$ cat config.mk
export PLATFORM = sky130hd
export DESIGN_NAME = dns_answer_min_ttl_scanner_unit
export DESIGN_NICKNAME = d
export VERILOG_FILES = /design/src/dnsttl_pkg.sv /design/src/dnsttl_parser.sv /design/src/dns_answer_min_ttl_scanner_unit.sv
export SDC_FILE = /design/constraint.sdc
export NUM_CORES = 1
export LEC_CHECK = 0
export BUFFER_PORTS_ARGS = -buffer_cell sky130_fd_sc_hd__buf_2
export CAP_MARGIN = 20
export CELL_PAD_IN_SITES_DETAIL_PLACEMENT = 0
export CELL_PAD_IN_SITES_GLOBAL_PLACEMENT = 1
export CORE_AREA = 5 5 144 146
export DETAILED_ROUTE_END_ITERATION = 8
export DIE_AREA = 0 0 149 151
export GPL_ROUTABILITY_DRIVEN = 0
export PLACE_DENSITY = 0.81
export SYNTH_ARGS = -nofsm -noshare
export SYNTH_HDL_FRONTEND = slang
export SYNTH_SLANG_ARGS = --single-unit
$ cat constraint.sdc
create_clock -name aclk -period 6.65 [get_ports aclk]
set_clock_uncertainty 0.05 [all_clocks]
set_input_delay 0.665 -clock aclk [delete_from_list [all_inputs] [get_ports aclk]]
set_output_delay 0.665 -clock aclk [all_outputs]
set_load 0.01 [all_outputs]
$ cat src/dnsttl_pkg.sv
// Shared types and constants for the DNS answer minimum-TTL scanner.
// No dependencies; imported by dnsttl_parser and the top level.
package dnsttl_pkg;

    localparam int TTL_W = 31;

    // Parse phases.
    localparam logic [2:0] PH_HEADER = 3'd0;
    localparam logic [2:0] PH_QNAME  = 3'd1;
    localparam logic [2:0] PH_QFIXED = 3'd2;
    localparam logic [2:0] PH_ANAME  = 3'd3;
    localparam logic [2:0] PH_AFIXED = 3'd4;
    localparam logic [2:0] PH_RDATA  = 3'd5;
    localparam logic [2:0] PH_DONE   = 3'd6;

    // Last index of each fixed-length field group.
    localparam logic [3:0] HEADER_LAST = 4'd11;
    localparam logic [3:0] QFIXED_LAST = 4'd3;
    localparam logic [3:0] AFIXED_LAST = 4'd9;

    // Header byte offsets of the counts.
    localparam logic [3:0] HDR_QD_HI = 4'd4;
    localparam logic [3:0] HDR_QD_LO = 4'd5;
    localparam logic [3:0] HDR_AN_HI = 4'd6;
    localparam logic [3:0] HDR_AN_LO = 4'd7;

    // Answer fixed-part offsets.
    localparam logic [3:0] AF_TTL_FIRST = 4'd4;
    localparam logic [3:0] AF_TTL_LAST  = 4'd7;
    localparam logic [3:0] AF_RDLEN_HI  = 4'd8;
    localparam logic [3:0] AF_RDLEN_LO  = 4'd9;

    localparam logic [1:0] LABEL_PLAIN   = 2'b00;
    localparam logic [1:0] LABEL_POINTER = 2'b11;

    typedef struct packed {
        logic       valid;
        logic [7:0] data;
        logic       last;
    } dnsttl_byte_t;

    typedef struct packed {
        logic             valid;
        logic [TTL_W-1:0] min_ttl;
    } dnsttl_result_t;

endpackage

$ cat src/dnsttl_parser.sv
// Byte-wise DNS message parser: state registers and their one-byte update.
// Depends on dnsttl_pkg; produces one result on the last byte of a message.
module dnsttl_parser
    import dnsttl_pkg::*;
(
    input  logic           aclk,
    input  logic           aresetn,
    input  dnsttl_byte_t   in_byte,
    output dnsttl_result_t result
);

    logic [2:0]       phase_reg,    phase_next,    phase_step;
    logic [3:0]       header_reg,   header_next,   header_step;
    logic [15:0]      qleft_reg,    qleft_next,    qleft_step;
    logic [15:0]      aleft_reg,    aleft_next,    aleft_step;
    logic [5:0]       skip_reg,     skip_next,     skip_step;
    logic [3:0]       fixed_reg,    fixed_next,    fixed_step;
    logic [31:0]      ttl_reg,      ttl_next,      ttl_step;
    logic [15:0]      rdlen_reg,    rdlen_next,    rdlen_step;
    logic [TTL_W-1:0] best_reg,     best_next,     best_step;
    logic             have_reg,     have_next,     have_step;
    logic             bad_reg,      bad_next,      bad_step;

    logic [7:0]       b;
    logic [1:0]       label_type;
    logic [15:0]      aleft_dec;
    logic [15:0]      qleft_dec;
    logic [TTL_W-1:0] ttl_eff;

    assign b          = in_byte.data;
    assign label_type = b[7:6];
    assign aleft_dec  = aleft_reg - 16'd1;
    assign qleft_dec  = qleft_reg - 16'd1;
    // A TTL with its top bit set counts as zero.
    assign ttl_eff    = ttl_reg[31] ? '0 : ttl_reg[TTL_W-1:0];

    always_comb begin
        phase_step  = phase_reg;
        header_step = header_reg;
        qleft_step  = qleft_reg;
        aleft_step  = aleft_reg;
        skip_step   = skip_reg;
        fixed_step  = fixed_reg;
        ttl_step    = ttl_reg;
        rdlen_step  = rdlen_reg;
        best_step   = best_reg;
        have_step   = have_reg;
        bad_step    = bad_reg;

        if (in_byte.valid && !bad_reg) begin
            unique case (phase_reg)
                PH_HEADER: begin
                    if (header_reg == HDR_QD_HI) begin
                        qleft_step = {b, 8'h00};
                    end else if (header_reg == HDR_QD_LO) begin
                        qleft_step = {qleft_reg[15:8], b};
                    end else if (header_reg == HDR_AN_HI) begin
                        aleft_step = {b, 8'h00};
                    end else if (header_reg == HDR_AN_LO) begin
                        aleft_step = {aleft_reg[15:8], b};
                    end
                    header_step = header_reg + 4'd1;
                    if (header_reg == HEADER_LAST) begin
                        if (qleft_reg != 16'd0) begin
                            phase_step = PH_QNAME;
                        end else begin
                            phase_step = (aleft_reg != 16'd0) ? PH_ANAME : PH_DONE;
                        end
                    end
                end
                PH_QNAME, PH_ANAME: begin
                    if (skip_reg != 6'd0) begin
                        skip_step = skip_reg - 6'd1;
                    end else if (b == 8'd0) begin
                        phase_step = (phase_reg == PH_QNAME) ? PH_QFIXED : PH_AFIXED;
                        fixed_step = '0;
                    end else if (label_type == LABEL_POINTER) begin
                        // The pointer's second byte is skipped in the fixed phase.
                        phase_step = (phase_reg == PH_QNAME) ? PH_QFIXED : PH_AFIXED;
                        fixed_step = '0;
                        skip_step  = 6'd1;
                    end else if (label_type != LABEL_PLAIN) begin
                        bad_step = 1'b1;
                    end else begin
                        skip_step = b[5:0];
                    end
                end
                PH_QFIXED: begin
                    if (skip_reg != 6'd0) begin
                        skip_step = skip_reg - 6'd1;
                    end else begin
                        fixed_step = fixed_reg + 4'd1;
                        if (fixed_reg == QFIXED_LAST) begin
                            qleft_step = qleft_dec;
                            if (qleft_dec != 16'd0) begin
                                phase_step = PH_QNAME;
                            end else begin
                                phase_step = (aleft_reg != 16'd0) ? PH_ANAME : PH_DONE;
                            end
                        end
                    end
                end
                PH_AFIXED: begin
                    if (skip_reg != 6'd0) begin
                        skip_step = skip_reg - 6'd1;
                    end else begin
                        if (fixed_reg >= AF_TTL_FIRST && fixed_reg <= AF_TTL_LAST) begin
                            ttl_step = {ttl_reg[23:0], b};
                        end else if (fixed_reg == AF_RDLEN_HI) begin
                            rdlen_step = {b, 8'h00};
                        end else if (fixed_reg == AF_RDLEN_LO) begin
                            rdlen_step = {rdlen_reg[15:8], b};
                        end
                        fixed_step = fixed_reg + 4'd1;
                        if (fixed_reg == AFIXED_LAST) begin
                            if (!have_reg || ttl_eff < best_reg) begin
                                best_step = ttl_eff;
                            end
                            have_step = 1'b1;
                            if ({rdlen_reg[15:8], b} == 16'd0) begin
                                aleft_step = aleft_dec;
                                phase_step = (aleft_dec != 16'd0) ? PH_ANAME : PH_DONE;
                            end else begin
                                phase_step = PH_RDATA;
                            end
                        end
                    end
                end
                PH_RDATA: begin
                    rdlen_step = rdlen_reg - 16'd1;
                    if (rdlen_reg == 16'd1) begin
                        aleft_step = aleft_dec;
                        phase_step = (aleft_dec != 16'd0) ? PH_ANAME : PH_DONE;
                    end
                end
                default: begin
                end
            endcase
        end
    end

    always_comb begin
        result.valid   = in_byte.valid && in_byte.last;
        result.min_ttl = (!bad_step && phase_step == PH_DONE && have_step) ? best_step : '0;
    end

    // The last byte of a message returns every register to its reset value.
    always_comb begin
        if (in_byte.valid && in_byte.last) begin
            phase_next  = PH_HEADER;
            header_next = '0;
            qleft_next  = '0;
            aleft_next  = '0;
            skip_next   = '0;
            fixed_next  = '0;
            ttl_next    = '0;
            rdlen_next  = '0;
            best_next   = '0;
            have_next   = 1'b0;
            bad_next    = 1'b0;
        end else begin
            phase_next  = phase_step;
            header_next = header_step;
            qleft_next  = qleft_step;
            aleft_next  = aleft_step;
            skip_next   = skip_step;
            fixed_next  = fixed_step;
            ttl_next    = ttl_step;
            rdlen_next  = rdlen_step;
            best_next   = best_step;
            have_next   = have_step;
            bad_next    = bad_step;
        end
    end

    always_ff @(posedge aclk) begin
        if (!aresetn) begin
            phase_reg  <= PH_HEADER;
            header_reg <= '0;
            qleft_reg  <= '0;
            aleft_reg  <= '0;
            skip_reg   <= '0;
            fixed_reg  <= '0;
            ttl_reg    <= '0;
            rdlen_reg  <= '0;
            best_reg   <= '0;
            have_reg   <= 1'b0;
            bad_reg    <= 1'b0;
        end else begin
            phase_reg  <= phase_next;
            header_reg <= header_next;
            qleft_reg  <= qleft_next;
            aleft_reg  <= aleft_next;
            skip_reg   <= skip_next;
            fixed_reg  <= fixed_next;
            ttl_reg    <= ttl_next;
            rdlen_reg  <= rdlen_next;
            best_reg   <= best_next;
            have_reg   <= have_next;
            bad_reg    <= bad_next;
        end
    end

    a_header_range: assert property (@(posedge aclk) disable iff (!aresetn)
        header_reg <= HEADER_LAST + 4'd1)
        else $error("header index ran past the header");

    a_fixed_range: assert property (@(posedge aclk) disable iff (!aresetn)
        fixed_reg <= AFIXED_LAST + 4'd1)
        else $error("fixed index ran past the answer fixed part");

    a_rdata_nonzero: assert property (@(posedge aclk) disable iff (!aresetn)
        phase_reg == PH_RDATA |-> rdlen_reg != 16'd0)
        else $error("RDATA phase entered with zero length");

    a_header_phase: assert property (@(posedge aclk) disable iff (!aresetn)
        header_reg != HEADER_LAST + 4'd1 |-> phase_reg == PH_HEADER)
        else $error("left the header phase before twelve bytes");

endmodule

$ cat src/dns_answer_min_ttl_scanner_unit.sv
// Top level of the DNS answer minimum-TTL scanner: handshakes and result register.
// Depends on dnsttl_pkg and dnsttl_parser.
//
// Usage: a DNS message enters on the s_ channel one byte per word, in wire
// order, with s_last_byte set on its final byte. Each accepted word updates
// the parser's counters in the same cycle, so one byte is taken every cycle
// while s_ready is high. Only the word that carries s_last_byte yields a
// result: m_min_ttl holds the smallest answer TTL of the message, or zero
// when there is no answer, the message is truncated or short, or a reserved
// label type appears. The result is registered and appears on m_valid in the
// cycle after the last byte is accepted. The parser is ready for the next
// message's first byte in the cycle after. A single result register sits
// between the channels; while it holds a result that the receiver has not
// taken, input bytes are still accepted unless that result is stalled and a
// new one would be due, in which case s_ready drops until m_ready returns.
// Reset (aresetn low, synchronous) clears the parser to the start of a
// message and empties the result register.
module dns_answer_min_ttl_scanner_unit
    import dnsttl_pkg::*;
(
    input  logic             aclk,
    input  logic             aresetn,
    input  logic             s_valid,
    output logic             s_ready,
    input  logic [7:0]       s_data_byte,
    input  logic             s_last_byte,
    output logic             m_valid,
    input  logic             m_ready,
    output logic [TTL_W-1:0] m_min_ttl
);

    dnsttl_byte_t     in_byte;
    dnsttl_result_t   result;
    logic             m_valid_reg, m_valid_next;
    logic [TTL_W-1:0] m_min_ttl_reg;
    logic             s_accept;

    // Stall only when a held result is still waiting and this byte ends a message.
    assign s_ready  = !m_valid_reg || m_ready || !s_last_byte;
    assign s_accept = s_valid && s_ready;

    assign in_byte.valid = s_accept;
    assign in_byte.data  = s_data_byte;
    assign in_byte.last  = s_last_byte;

    dnsttl_parser u_parser (
        .aclk    (aclk),
        .aresetn (aresetn),
        .in_byte (in_byte),
        .result  (result)
    );

    always_comb begin
        if (result.valid) begin
            m_valid_next = 1'b1;
        end else if (m_ready) begin
            m_valid_next = 1'b0;
        end else begin
            m_valid_next = m_valid_reg;
        end
    end

    always_ff @(posedge aclk) begin
        if (!aresetn) begin
            m_valid_reg <= 1'b0;
        end else begin
            m_valid_reg <= m_valid_next;
        end
    end

    always_ff @(posedge aclk) begin
        if (result.valid) begin
            m_min_ttl_reg <= result.min_ttl;
        end
    end

    assign m_valid   = m_valid_reg;
    assign m_min_ttl = m_min_ttl_reg;

    a_last_gives_result: assert property (@(posedge aclk) disable iff (!aresetn)
        s_valid && s_ready && s_last_byte |=> m_valid)
        else $error("last byte accepted without a result");

    a_no_overwrite: assert property (@(posedge aclk) disable iff (!aresetn)
        m_valid && !m_ready |-> !result.valid)
        else $error("result register overwritten while stalled");

    a_mid_no_result: assert property (@(posedge aclk) disable iff (!aresetn)
        s_valid && s_ready && !s_last_byte && !m_valid |=> !m_valid)
        else $error("result produced by a byte that is not last");

endmodule

# --- Yosys cells after proc, flatten, opt, wreduce, memory -nomap -nowiden ---
# Index checks and enable logic that the tools add are counted.
op_classes:
  addsub: 6
  order_cmp: 3
  n_eq_ne: 37
  mux: 65
  bitwise_logic: 2
  n_reduce_logical: 41
op_table:
  columns: ["operator", "count"]
  rows:
  - ["16-bit two-way mux", 13]
  - ["31-bit two-way mux", 6]
  - ["16-bit one-hot mux with 2 select lines", 2]
  - ["16-bit nonzero test", 4]
  - ["3-bit two-way mux", 16]
  - ["16-bit one-hot mux with 3 select lines", 1]
  - ["16-bit by 1-bit subtractor with 16-bit output (second input constant)", 3]
  - ["31-bit less-than comparator", 1]
  - ["6-bit two-way mux", 5]
  - ["5-bit AND reduction", 6]
  - ["8-bit two-way mux", 3]
  - ["9-bit AND reduction", 2]
  - ["16-bit by 1-bit equality test with 1-bit output (second input constant)", 1]
  - ["4-bit by 3-bit equality test with 1-bit output (second input constant)", 4]
  - ["16-bit logical NOT", 1]
  - ["4-bit two-way mux", 4]
  - ["2-bit by 1-bit inequality test with 1-bit output (second input constant)", 8]
  - ["3-bit one-hot mux with 5 select lines", 1]
  - ["2-bit inequality test (second input constant)", 7]
  - ["4-bit equality test (second input constant)", 3]
  - ["1-bit two-way mux", 12]
  - ["3-bit by 1-bit inequality test with 1-bit output (second input constant)", 4]
  - ["6-bit one-hot mux with 2 select lines", 1]
  - ["2-bit nonzero test", 5]
  - ["23 further kinds", 41]
word_totals:
  reg_bits: 162
  in_bits: 13
  out_inout_bits: 33

# --- Longest topological paths before layout ---
# Gate-level depths: netlist of run 1.
logic_depth:
  depth_word: 11
  ltp_mapped: 12
  mapped_depth_nobuf: 10

# --- By module ---
# A second synthesis of run 1 with hierarchy kept.
hier_totals:
  hier_cells: 1260
  hier_area_um2: 9925.8
by_module_without_submodules:
  columns: ["module", "n_inst", "cells_each", "area_per_inst_um2", "seq_area_each_um2"]
  rows:
  - ["dnsttl_parser", 1, 1224, 8934.8, 2602.5]
  - ["dns_answer_min_ttl_scanner_unit", 1, 36, 991.0, 950.9]

# --- Worst setup path after synthesis of run 1 ---
# No wires, ideal clock.
synth_timing:
  kind: "input port to flip-flop"
  startpoint: "input port s_data_byte[4]"
  endpoint: "register m_min_ttl_reg[1] (netlist: m_min_ttl[1]), data pin"
  setup_time_ps: 150
  arrival_time_ps: 3021
  required_ps: 6450
  path_slack_ps: 3429
  stages: 10
  path_buffers: 2
  path_cell_list: "clkbuf_1 > or4_1 > nor4_1 > a41oi_1 > and4b_1 > o31a_1 > a2111oi_4 > nand3_2 > buf_6 > nor3_2"
synth_between:
  elab_chain_len: 9
  word_cells_on_any_way: 17
  cone_classes: "1 x eq/ne; 11 x mux; 5 x reduce/logical"
synth_lines:
  columns: ["item", "line", "rtl"]
  rows:
  - ["start: declaration", "dns_answer_min_ttl_scanner_unit.sv:25", "input logic [7:0] s_data_byte,"]
  - ["16-bit logical NOT", "dnsttl_parser.sv:120", "if ({rdlen_reg[15:8], b} == 16'd0) begin"]
  - ["3-bit two-way mux", "dnsttl_parser.sv:120", null]
  - ["3-bit two-way mux", "dnsttl_parser.sv:115", "if (fixed_reg == AFIXED_LAST) begin"]
  - ["3-bit two-way mux", "dnsttl_parser.sv:104", "if (skip_reg != 6'd0) begin"]
  - ["3-bit one-hot mux with 5 select lines", "dnsttl_parser.sv:51", "unique case (phase_reg)"]
  - ["3-bit two-way mux", "dnsttl_parser.sv:50", "if (in_byte.valid && !bad_reg) begin"]
  - ["3-bit equality test", "dnsttl_parser.sv:144", "result.min_ttl = (!bad_step && phase_step == PH_DONE && have_step) ? best_step : '0;"]
  - ["1-bit logical AND (*) (2 in series)", "dnsttl_parser.sv:144", null]
  - ["end signal: assignment", "dns_answer_min_ttl_scanner_unit.sv:73", "m_min_ttl_reg <= result.min_ttl;"]
  - ["end: declaration", "dns_answer_min_ttl_scanner_unit.sv:35", "logic [TTL_W-1:0] m_min_ttl_reg;"]
# Mark *: on every way between the ends. The rest lies on a longest branch, timed or not.
# A chain may end at the register's enable or synchronous reset.

# --- Final worst setup path of run 1 ---
layout_timing:
  startpoint: "register u_parser.rdlen_reg[9]"
  endpoint: "register m_min_ttl_reg[29] (netlist: m_min_ttl[29]), data pin"
layout_between:
  elab_chain_len: 9
  word_cells_on_any_way: 11
  cone_classes: "2 x eq/ne; 6 x mux; 3 x reduce/logical"
layout_lines:
  columns: ["item", "line", "rtl"]
  rows:
  - ["start: declaration", "dnsttl_parser.sv:19", "logic [15:0] rdlen_reg, rdlen_next, rdlen_step;"]
  - ["start signal: assignment", "dnsttl_parser.sv:197", "rdlen_reg <= rdlen_next;"]
  - ["16-bit logical NOT", "dnsttl_parser.sv:120", null]
  - ["3-bit two-way mux", "dnsttl_parser.sv:120", null]
  - ["3-bit two-way mux", "dnsttl_parser.sv:115", null]
  - ["3-bit two-way mux", "dnsttl_parser.sv:104", null]
  - ["3-bit one-hot mux with 5 select lines (*)", "dnsttl_parser.sv:51", null]
  - ["3-bit two-way mux (*)", "dnsttl_parser.sv:50", null]
  - ["3-bit equality test (*)", "dnsttl_parser.sv:144", null]
  - ["1-bit logical AND (*) (2 in series)", "dnsttl_parser.sv:144", null]
# Marks and branches as above.

==> run metrics, run 1 <==
Synth area leaders=dfxtp_1 27%, edfxtp_1 9.7%, a21oi_1 7.7%, ha_1 5.7%, nand2_1 5.1%; CP Max Fanout=24; Fillers=between 1500 and 2000; R2R Setup Slk=between 2000 and 3000 ps; Pre-antenna DRT Iters=5; Worst Path Arrival=~4100 ps; I/O Buffers=45; status=completed; die height=151 um; power per cell area=approximately 210 nW/um^2; nets@finish=approximately 1300; Syn Area/Cell=8.02 um^2; Startpoint Class=flip-flop; Synth Flop Type=dfxtp_1; Initial Utilization=between 40% and 50%; first-pass GRT wire length=42.8 mm; # DRC=0; Worst-Skew Late Latency=roughly 430 ps; GR Util met3=around 4%; n_diodes=0; largest net degree at the start of global routing=77; Final Critical Period=roughly 4000 ps; layout cell share with drive strength beyond 1=between 10% and 20%; GR Overflow Total=0; Yosys Warn Count=0; Async SR Flop Fraction=0%; CP endpoint=m_min_ttl[29]; die area=around 22000 um^2; Routed WL=approximately 26 mm; vias in the first global route=about 8300; cell area after layout=between 10000 and 15000 um^2; Final Setup Violations=0; total clock sinks=between 150 and 200; cell area after synthesis=about 9600 um^2; P&R area growth vs syn=9.40%; Max-slew headroom=roughly a quarter; most common cell in the synthesized netlist=a21oi_1; vias per cell=5.91; CTS Hold Bufs=0; # rows=51; sequential area share after synthesis=roughly 37%; H-tree depth=4; initial antenna violation count=0; wire length per cell=17.6 um; Required @ worst endpoint=6770 ps; Largest stage delay, worst path=between 800 and 900 ps; Post-CTS Setup Inserts=0; Top Family by Delay on Critical Path=compound AO/OA/AOI/OAI gates; root buf cell=clkbuf_16; crit path cell chain=or4_1, or4_1, a221o_1, a41oi_1, and3_1, a21oi_1, o22ai_4, buf_4, nor3_2; Fmax=~0.25 GHz; Pins Over Slew Limit=0; Core Region=19300 um^2; EDFF count, synth=31; critical path's most frequent cell=or4_1; RSZ-0062 raised after global routing=false; number of flip-flops under the largest register name=32; commonest cells in the netlist=148 x a21oi_1, 132 x nand2_1, 131 x dfxtp_1, 130 x nor2_1, 80 x o21ai_0; Max Cap Viol=0; share of the synthesized area in the top cell type=27.2%; fin crit share=approximately three fifths; synthesized flop and latch total=roughly 160; Bufs and invs on worst path=1; crit end category=flip-flop; Worst Tran Pin Value=1130 ps; CP startpoint=u_parser.rdlen_reg[9]; R2R depth=9; hold crit path type=reg2reg; CTS resizes=0; cell taking the most area after synthesis=dfxtp_1; distinct cell type count after synthesis=70; CTS Buf Count=17; GR Layer Usage met2=40.7%; Initial DRC Count=700; LEAKAGE=0.00373 uW; Crit-path slowest cell=o22ai_4; syn nets=about 1300; Via Count=just under 9000; gr usage total=a little under a quarter; I/O pin cnt=46; Post-DRT Antenna Nets=0; setup TNS=0 ps; die span in x=roughly 150 um; peak supply drop=~0.00017 V; CTS tree=built; clock buffer depth=2; critical path class=reg2reg; r2r endpoint=m_min_ttl[29]; post-detail-place hpwl=around 18 mm; Worst-path clk slew=roughly 70 ps; worst reg2reg startpoint=u_parser.rdlen_reg[9]; Placement Cell Area=around 10000 um^2; CP Depth=9; gr busiest metal=met2; global routing usage on met1=29.8%; endpoints failing hold=0; Post-Syn Instances=approximately 1200
==> placed cells by master, fill, tap and decap left out, types with 37 or more instances in the layout <==
master / synthesis / final
nor2_1: 130 / 129
ha_1: 44 / 44
o21ai_0: 80 / 80
buf_2: 0 / 45
inv_1: 53 / 53
nand2_1: 132 / 131
nor2b_1: 37 / 37
a21oi_1: 148 / 148
dfxtp_1: 131 / 131
a22oi_1: 42 / 42
==> worst min-delay path by stage <==
stage                              start                    to  cells past startpoint
finish              u_parser.ttl_reg[29]  u_parser.ttl_reg[29]                      2
global route        u_parser.ttl_reg[26]  u_parser.ttl_reg[26]                      2
CTS                 u_parser.ttl_reg[24]  u_parser.ttl_reg[24]                      2
detailed placement  u_parser.ttl_reg[24]  u_parser.ttl_reg[24]                      2
global placement    u_parser.ttl_reg[30]  u_parser.ttl_reg[30]                      2
floorplan           u_parser.ttl_reg[24]  u_parser.ttl_reg[24]                      2
==> cells by family after synthesis <==
| group | Yosys count | share of synthesized area (%) |
|---|---|---|
| fa+ha+maj | 44 | 5.72 |
| buf+inv | 136 | 5.77 |
| compound gates | 369 | 23.7 |
| simple gates | 468 | 25.8 |
| xor+xnor | 13 | 1.18 |
| flops | 162 | 36.9 |
| mux | 9 | 0.936 |
==> power by group <==
group	leakage (uW)	total (uW)	internal [uW]	switching (uW)
Sequential	0.00136	1030	1010	15.8
Combinational	0.00209	224	70.3	154
Clock	0.000275	951	517	434
Total	0.00373	2200	1600	603
==> final cells by class <==
cell class              count  area (um^2)  share of cell area (%)
inverters                  53          199                    1.89
flip-flops and latches    162         3550                    33.7
clock buffers              20          468                    4.44
repair buffers             59          330                    3.14
multi-input cells         903         5560                    52.8
clock inverters            12         93.8                   0.891
well taps                 265          332                    3.15
==> stage by stage <==
stage                     worst slack, ps  instances  power (uW)  utilization [%]  hold WS (ps)
after CTS                            2660       1474        2220             54.6           400
final                                2640       1474        2200             54.6           397
after floorplan                      3430       1201        1210                -           377
after global routing                 2390       1474        2290             54.6           419
after global placement               2650       1442        1270             51.7           385
after detailed placement             2570       1442        1270             51.7           391
==> tightest hold or removal path, stage by stage (launching register included) <==
cell and delay, ps:
dfxtp_1 310, nand2_1 50, a21oi_1 50
==> per-layer routing <==
layer,vias to the layer above,routed length (um)
li1,4337,-
met1,4131,12000
met2,199,12500
met3,41,972
met4,0,540
met5,-,0
(Power assumes the default switching activity.)
==> run 2, diff against run 1 <==
CORE_AREA = 5 5 150 152   (was 5 5 144 146)
DIE_AREA = 0 0 155 157   (was 0 0 149 151)
PLACE_DENSITY = 0.75   (was 0.81)
clock period = 3.8 ns   (was 6.65 ns; I/O delays follow)
==> run 2 against run 1 <==
Utilization shrank 3.0 points. Routed wire length grew 3.9%. Via count rose by 0.93%. Combinational power rose by 92%. Largest power group unchanged.
==> run metrics, run 2 (synthesis gave the netlist of run 1 again) <==
layout cell share with drive strength beyond 1=14.4% (+2.1 points); CTS Buf Count=17 (unchanged); status=completed; R2R depth=11 (+2); largest net degree at the start of global routing=64 (-17%); GR Overflow Total=0 (unchanged); Final Critical Period=3570 ps (-438 ps); register area=3550 um^2 (unchanged); WHS=168 ps (-229 ps); Worst Tran Pin Value=767 ps (-360 ps); critical path class=reg2reg; vias in the first global route=8341 (+0.75%); n_diodes=0 (unchanged); Core Region=20900 um^2 (+8.4%); die span in x=155 um (+4.0%); H-tree depth=4 (unchanged); setup TNS=0 ps (unchanged); total clock sinks=162 (unchanged); root buf cell=clkbuf_16; peak supply drop=0.000273 V (+58%); clock buffer depth=2 (unchanged); Largest stage delay, worst path=560 ps (-280 ps); Required @ worst endpoint=4030 ps (-2740 ps); final core utilization=51.7% (-3.0 points); Pwr Total=3950 uW (+79%); first-pass GRT wire length=44.0 mm (+2.9%); hold path depth=3 (+1); area occupied by multi-input gates=5560 um^2 (about the same); Fmax=0.280 GHz (+12%); Worst-Skew Late Latency=440 ps (about the same); I/O Buffers=45 (unchanged); RSZ-0062 raised after global routing=false; Initial DRC Count=528 (-25%); Final Setup Violations=0 (unchanged); hold crit path type=in2reg; P&R area growth vs syn=12.2%; Routed WL=27.0 mm (+3.9%); Worst-path clk slew=70 ps (about the same); nets@finish=1281 (+2.2%); R2R Setup Slk=230 ps (-2410 ps); commonest non-fill, non-tap cell in the layout=a21oi_1; Worst Path Arrival=3800 ps (-330 ps); worst reg2reg startpoint=u_parser.qleft_reg[1]; r2r endpoint=m_min_ttl[0]; Fillers=2099 (+11%); # rows=53 (+3.9%); fin crit share=94.1% (+34 points); # DRC=0 (unchanged); number of flip-flops under the largest register name=32 (unchanged); Max Cap Viol=0 (unchanged); most frequent cells in the layout=148 x a21oi_1, 131 x nand2_1, 131 x dfxtp_1; LEAKAGE=0.00387 uW (+4.0%); Startpoint Class=flip-flop; HP Start=m_ready; Pre-antenna DRT Iters=5 (unchanged); Crit-path slowest cell=nor4_1; Via Count=8789 (+0.93%); CTS tree=built; initial antenna violation count=0 (unchanged); Pins Over Slew Limit=0 (unchanged); CP Max Fanout=31 (+29%); vias per cell=5.81 (-1.6%); I/O pin cnt=46 (unchanged); endpoints failing hold=0 (unchanged); crit end category=flip-flop; gr usage total=22.4% (-1.1 points); CTS Hold Bufs=0 (unchanged); Min-Delay Endpoint=m_valid; post-detail-place hpwl=18.5 mm (+5.6%); Post-DRT Antenna Nets=0 (unchanged); Max-slew headroom=48.5% (+24 points); wire length per cell=17.9 um (+1.3%); crit path cell chain=inv_1, ha_1, or4b_1, nor4_1, a22oi_1, and4b_1, o31a_1, a2111oi_4, nand3_2, buf_4, nor3_1; die height=157 um (+4.0%); Initial Utilization=46.1% (-3.9 points); power per cell area=366 nW/um^2 (+75%); die area=24300 um^2 (+8.2%)
==> run 2: area by class of cell <==
| type | count | area share, % |
|---|---|---|
| timing repair buffer | 87 | 5.24 |
| tap | 275 | 3.19 |
| clock inverter | 14 | 1.36 |
| sequential | 162 | 32.9 |
| clock buffer | 18 | 3.97 |
| multi-input combinational | 903 | 51.5 |
| inverter | 53 | 1.84 |
==> run 2: repair_timing <==
| action | CTS | global route |
|---|---|---|
| resized for setup | 0 | 1 |
| setup buffers | 0 | 0 |
| setup endpoints to repair | 0 | 2 |
| hold endpoints to repair | 0 | 0 |
==> run 2: power breakdown <==
part           switching, uW  internal (uW)
clock network            803            928
registers               22.2           1770
logic                    283            147
total                   1110           2850
==> run 2: worst max-delay path: cells and delay by family (launching register included) <==
| family | cells | cell delay (ps) |
|---|---|---|
| AOI/OAI and AO/OA | 3 | 660 |
| adders and majority gates | 1 | 260 |
| and+or+nand+nor | 5 | 1660 |
| DFF | 1 | 350 |
| buffers and inverters | 2 | 420 |
==> run 2: metal layers <==
| metal | vias up | routed length [um] | track usage, % |
|---|---|---|---|
| li1 | 4390 | - | - |
| met1 | 4162 | 12100 | 28.5 |
| met2 | 209 | 13300 | 39.6 |
| met3 | 28 | 1180 | 3.33 |
| met4 | 0 | 458 | 6.14 |
| met5 | - | 0 | 0 |
==> run 2: worst max-delay path by stage <==
stage / cells past startpoint / start / slack, ps / to
floorplan: 12 / u_parser.ttl_reg[31] / 640 / m_min_ttl[12]
global placement: 11 / u_parser.qleft_reg[0] / 250 / m_min_ttl[0]
detailed placement: 11 / u_parser.qleft_reg[1] / 240 / m_min_ttl[0]
CTS: 11 / u_parser.qleft_reg[1] / 200 / m_min_ttl[0]
global route: 11 / u_parser.qleft_reg[0] / 30 / m_min_ttl[4]
finish: 11 / u_parser.qleft_reg[1] / 230 / m_min_ttl[0]
==> run 2: metrics by stage <==
| step | area, um^2 | cells | worst slack [ps] |
|---|---|---|---|
| after global placement | 10200 | 1480 | 252 |
| after detailed placement | 10200 | 1480 | 241 |
| after global routing | 10800 | 1512 | 25.8 |
| after floorplan | 9630 | 1201 | 643 |
| after CTS | 10800 | 1512 | 205 |
| final | 10800 | 1512 | 225 |
==> run 3, diff against run 2 <==
CORE_AREA = 5 5 172 174   (was 5 5 150 152)
DIE_AREA = 0 0 177 179   (was 0 0 155 157)
PLACE_DENSITY = 0.59   (was 0.75)
==> run 3 against run 2 <==
Flip-flop and latch count did not move. Clock power barely moved. Via count rose by 0.15%. Critical path depth fell by 1. Die area rose by 30%. Final cell count rose by 7.4%. Sequential share of layout area fell by 0.74 points. Global-route usage fell by 3.5 points.
==> run metrics, run 3 (synthesis gave the netlist of run 1 again) <==
Via Count=8802 (+0.15%); Pre-antenna DRT Iters=5 (unchanged); initial antenna violation count=0 (unchanged); wire length per cell=18.0 um (+0.88%); setup TNS=0 ps (unchanged); worst reg2reg startpoint=u_parser.rdlen_reg[0]; layout cell share with drive strength beyond 1=15.1% (+0.70 points); H-tree depth=4 (unchanged); post-detail-place hpwl=20.4 mm (+10%); Fmax=0.282 GHz (+0.65%); R2R Setup Slk=250 ps (+20 ps); endpoints failing hold=0 (unchanged); CTS Hold Bufs=0 (unchanged); gr usage total=18.9% (-3.5 points); Worst Path Arrival=3660 ps (-140 ps); critical path class=reg2reg; commonest non-fill, non-tap cell in the layout=a21oi_1; root buf cell=clkbuf_16; fin crit share=93.5% (-0.61 points); total clock sinks=162 (unchanged); Startpoint Class=flip-flop; peak supply drop=0.000283 V (+3.7%); RSZ-0062 raised after global routing=false; Worst-path clk slew=70 ps (about the same); most frequent cells in the layout=148 x a21oi_1, 131 x nand2_1, 131 x dfxtp_1; R2R depth=10 (-1); die area=31700 um^2 (+30%); Min-Delay Endpoint=m_valid; vias in the first global route=8563 (+2.7%); Pwr Total=3980 uW (+0.62%); Initial Utilization=34.8% (-11 points); n_diodes=0 (unchanged); Final Setup Violations=0 (unchanged); LEAKAGE=0.00394 uW (+1.7%); CTS tree=built; Worst Tran Pin Value=823 ps (+56.1 ps); first-pass GRT wire length=47.6 mm (+8.2%); Final Critical Period=3550 ps (-23.0 ps); Required @ worst endpoint=3910 ps (-120 ps); GR Overflow Total=0 (unchanged); Max-slew headroom=44.7% (-3.8 points); # rows=61 (+15%); Post-DRT Antenna Nets=0 (unchanged); Core Region=27600 um^2 (+32%); Routed WL=29.3 mm (+8.4%); I/O Buffers=45 (unchanged); P&R area growth vs syn=14.8%; HP Start=m_ready; CTS resizes=0 (unchanged); Initial DRC Count=512 (-3.0%); number of flip-flops under the largest register name=32 (unchanged); Pins Over Slew Limit=0 (unchanged); hold crit path type=in2reg; die span in x=177 um (+14%); nets@finish=1290 (+0.70%); clock buffer depth=2 (unchanged); # DRC=0 (unchanged); hold path depth=3 (unchanged); r2r endpoint=m_min_ttl[1]; crit end category=flip-flop; status=completed; Post-CTS Setup Inserts=0 (unchanged); CP Max Fanout=27 (-13%); CTS Buf Count=17 (unchanged); I/O pin cnt=46 (unchanged); die height=179 um (+14%); vias per cell=5.42 (-6.8%); power per cell area=360 nW/um^2 (-1.6%); Max Cap Viol=0 (unchanged); largest net degree at the start of global routing=55 (-14%); Worst-Skew Late Latency=440 ps (about the same)
-- run 3: changes by cell type in the layout (fill, tap and decap cells not counted) --
cell        before  now
clkbuf_1         1    0
buf_4           40   46
clkbuf_16       17   18
inv_8            4    1
clkinvlp_4       3    2
clkinv_8         0    3
inv_6            4    5
nor4_2           1    2
nor3b_2          1    0
nor3b_1          1    2
nor4_1          12   11
buf_12           2    5
bufinv_16        1    0
inv_4            0    1
-- run 3: cell type report --
cell class | instances | area (um^2)
fillers | 2921 | 16600
flip-flops and latches | 162 | 3550
well taps | 378 | 473
clock inverters | 14 | 139
repair buffers | 96 | 671
clock buffers | 18 | 450
inverters | 53 | 199
multi-input cells | 903 | 5560
-- run 3: worst max-delay path, stage by stage, from the launching register on --
cell and delay [ps]:
dfxtp_1 410, ha_1 160, or4b_1 520, or4_1 560
a221o_1 360, a41oi_1 210, and3_1 190, a21oi_1 90
o22ai_4 350, buf_12 280, nor3_2 80
-- run 3: power by group --
part / switching, uW / leakage [uW] / internal (uW)
logic: 292 / 0.00230 / 157
registers: 22.2 / 0.00136 / 1770
clock network: 829 / 0.000284 / 908
total: 1140 / 0.00394 / 2830
-- run 3: per-stage QoR --
stage | hold WS, ps | setup WS (ps) | instance area, um^2 | std cells | util [%]
floorplan | 377 | 643 | 9630 | 1201 | -
global placement | 388 | 218 | 10500 | 1592 | 37.8
detailed placement | 392 | 184 | 10500 | 1592 | 37.8
CTS | 165 | 162 | 11000 | 1624 | 40.0
global route | 175 | 27.1 | 11000 | 1624 | 40.0
finish | 176 | 248 | 11000 | 1624 | 40.0
-- run 3: worst max path at each step --
| stage | depth (start not counted) | startpoint | end |
|---|---|---|---|
| 2_1_floorplan | 12 | u_parser.ttl_reg[31] | m_min_ttl[12] |
| 3_3_place_gp | 11 | u_parser.qleft_reg[0] | m_min_ttl[0] |
| 3_5_place_dp | 11 | u_parser.qleft_reg[0] | m_min_ttl[7] |
| 4_1_cts | 11 | u_parser.qleft_reg[0] | m_min_ttl[1] |
| 5_1_grt | 11 | u_parser.qleft_reg[0] | m_min_ttl[0] |
| 6_report | 10 | u_parser.rdlen_reg[0] | m_min_ttl[1] |
-- run 3: routing by layer --
metal | part of all wire, % | global-route usage [%] | vias up
li1 | - | - | 4397
met1 | 46 | 24.5 | 4217
met2 | 49 | 33.0 | 161
met3 | 3.4 | 2.89 | 27
met4 | 1.4 | 4.64 | 0
met5 | 0 | 0 | -
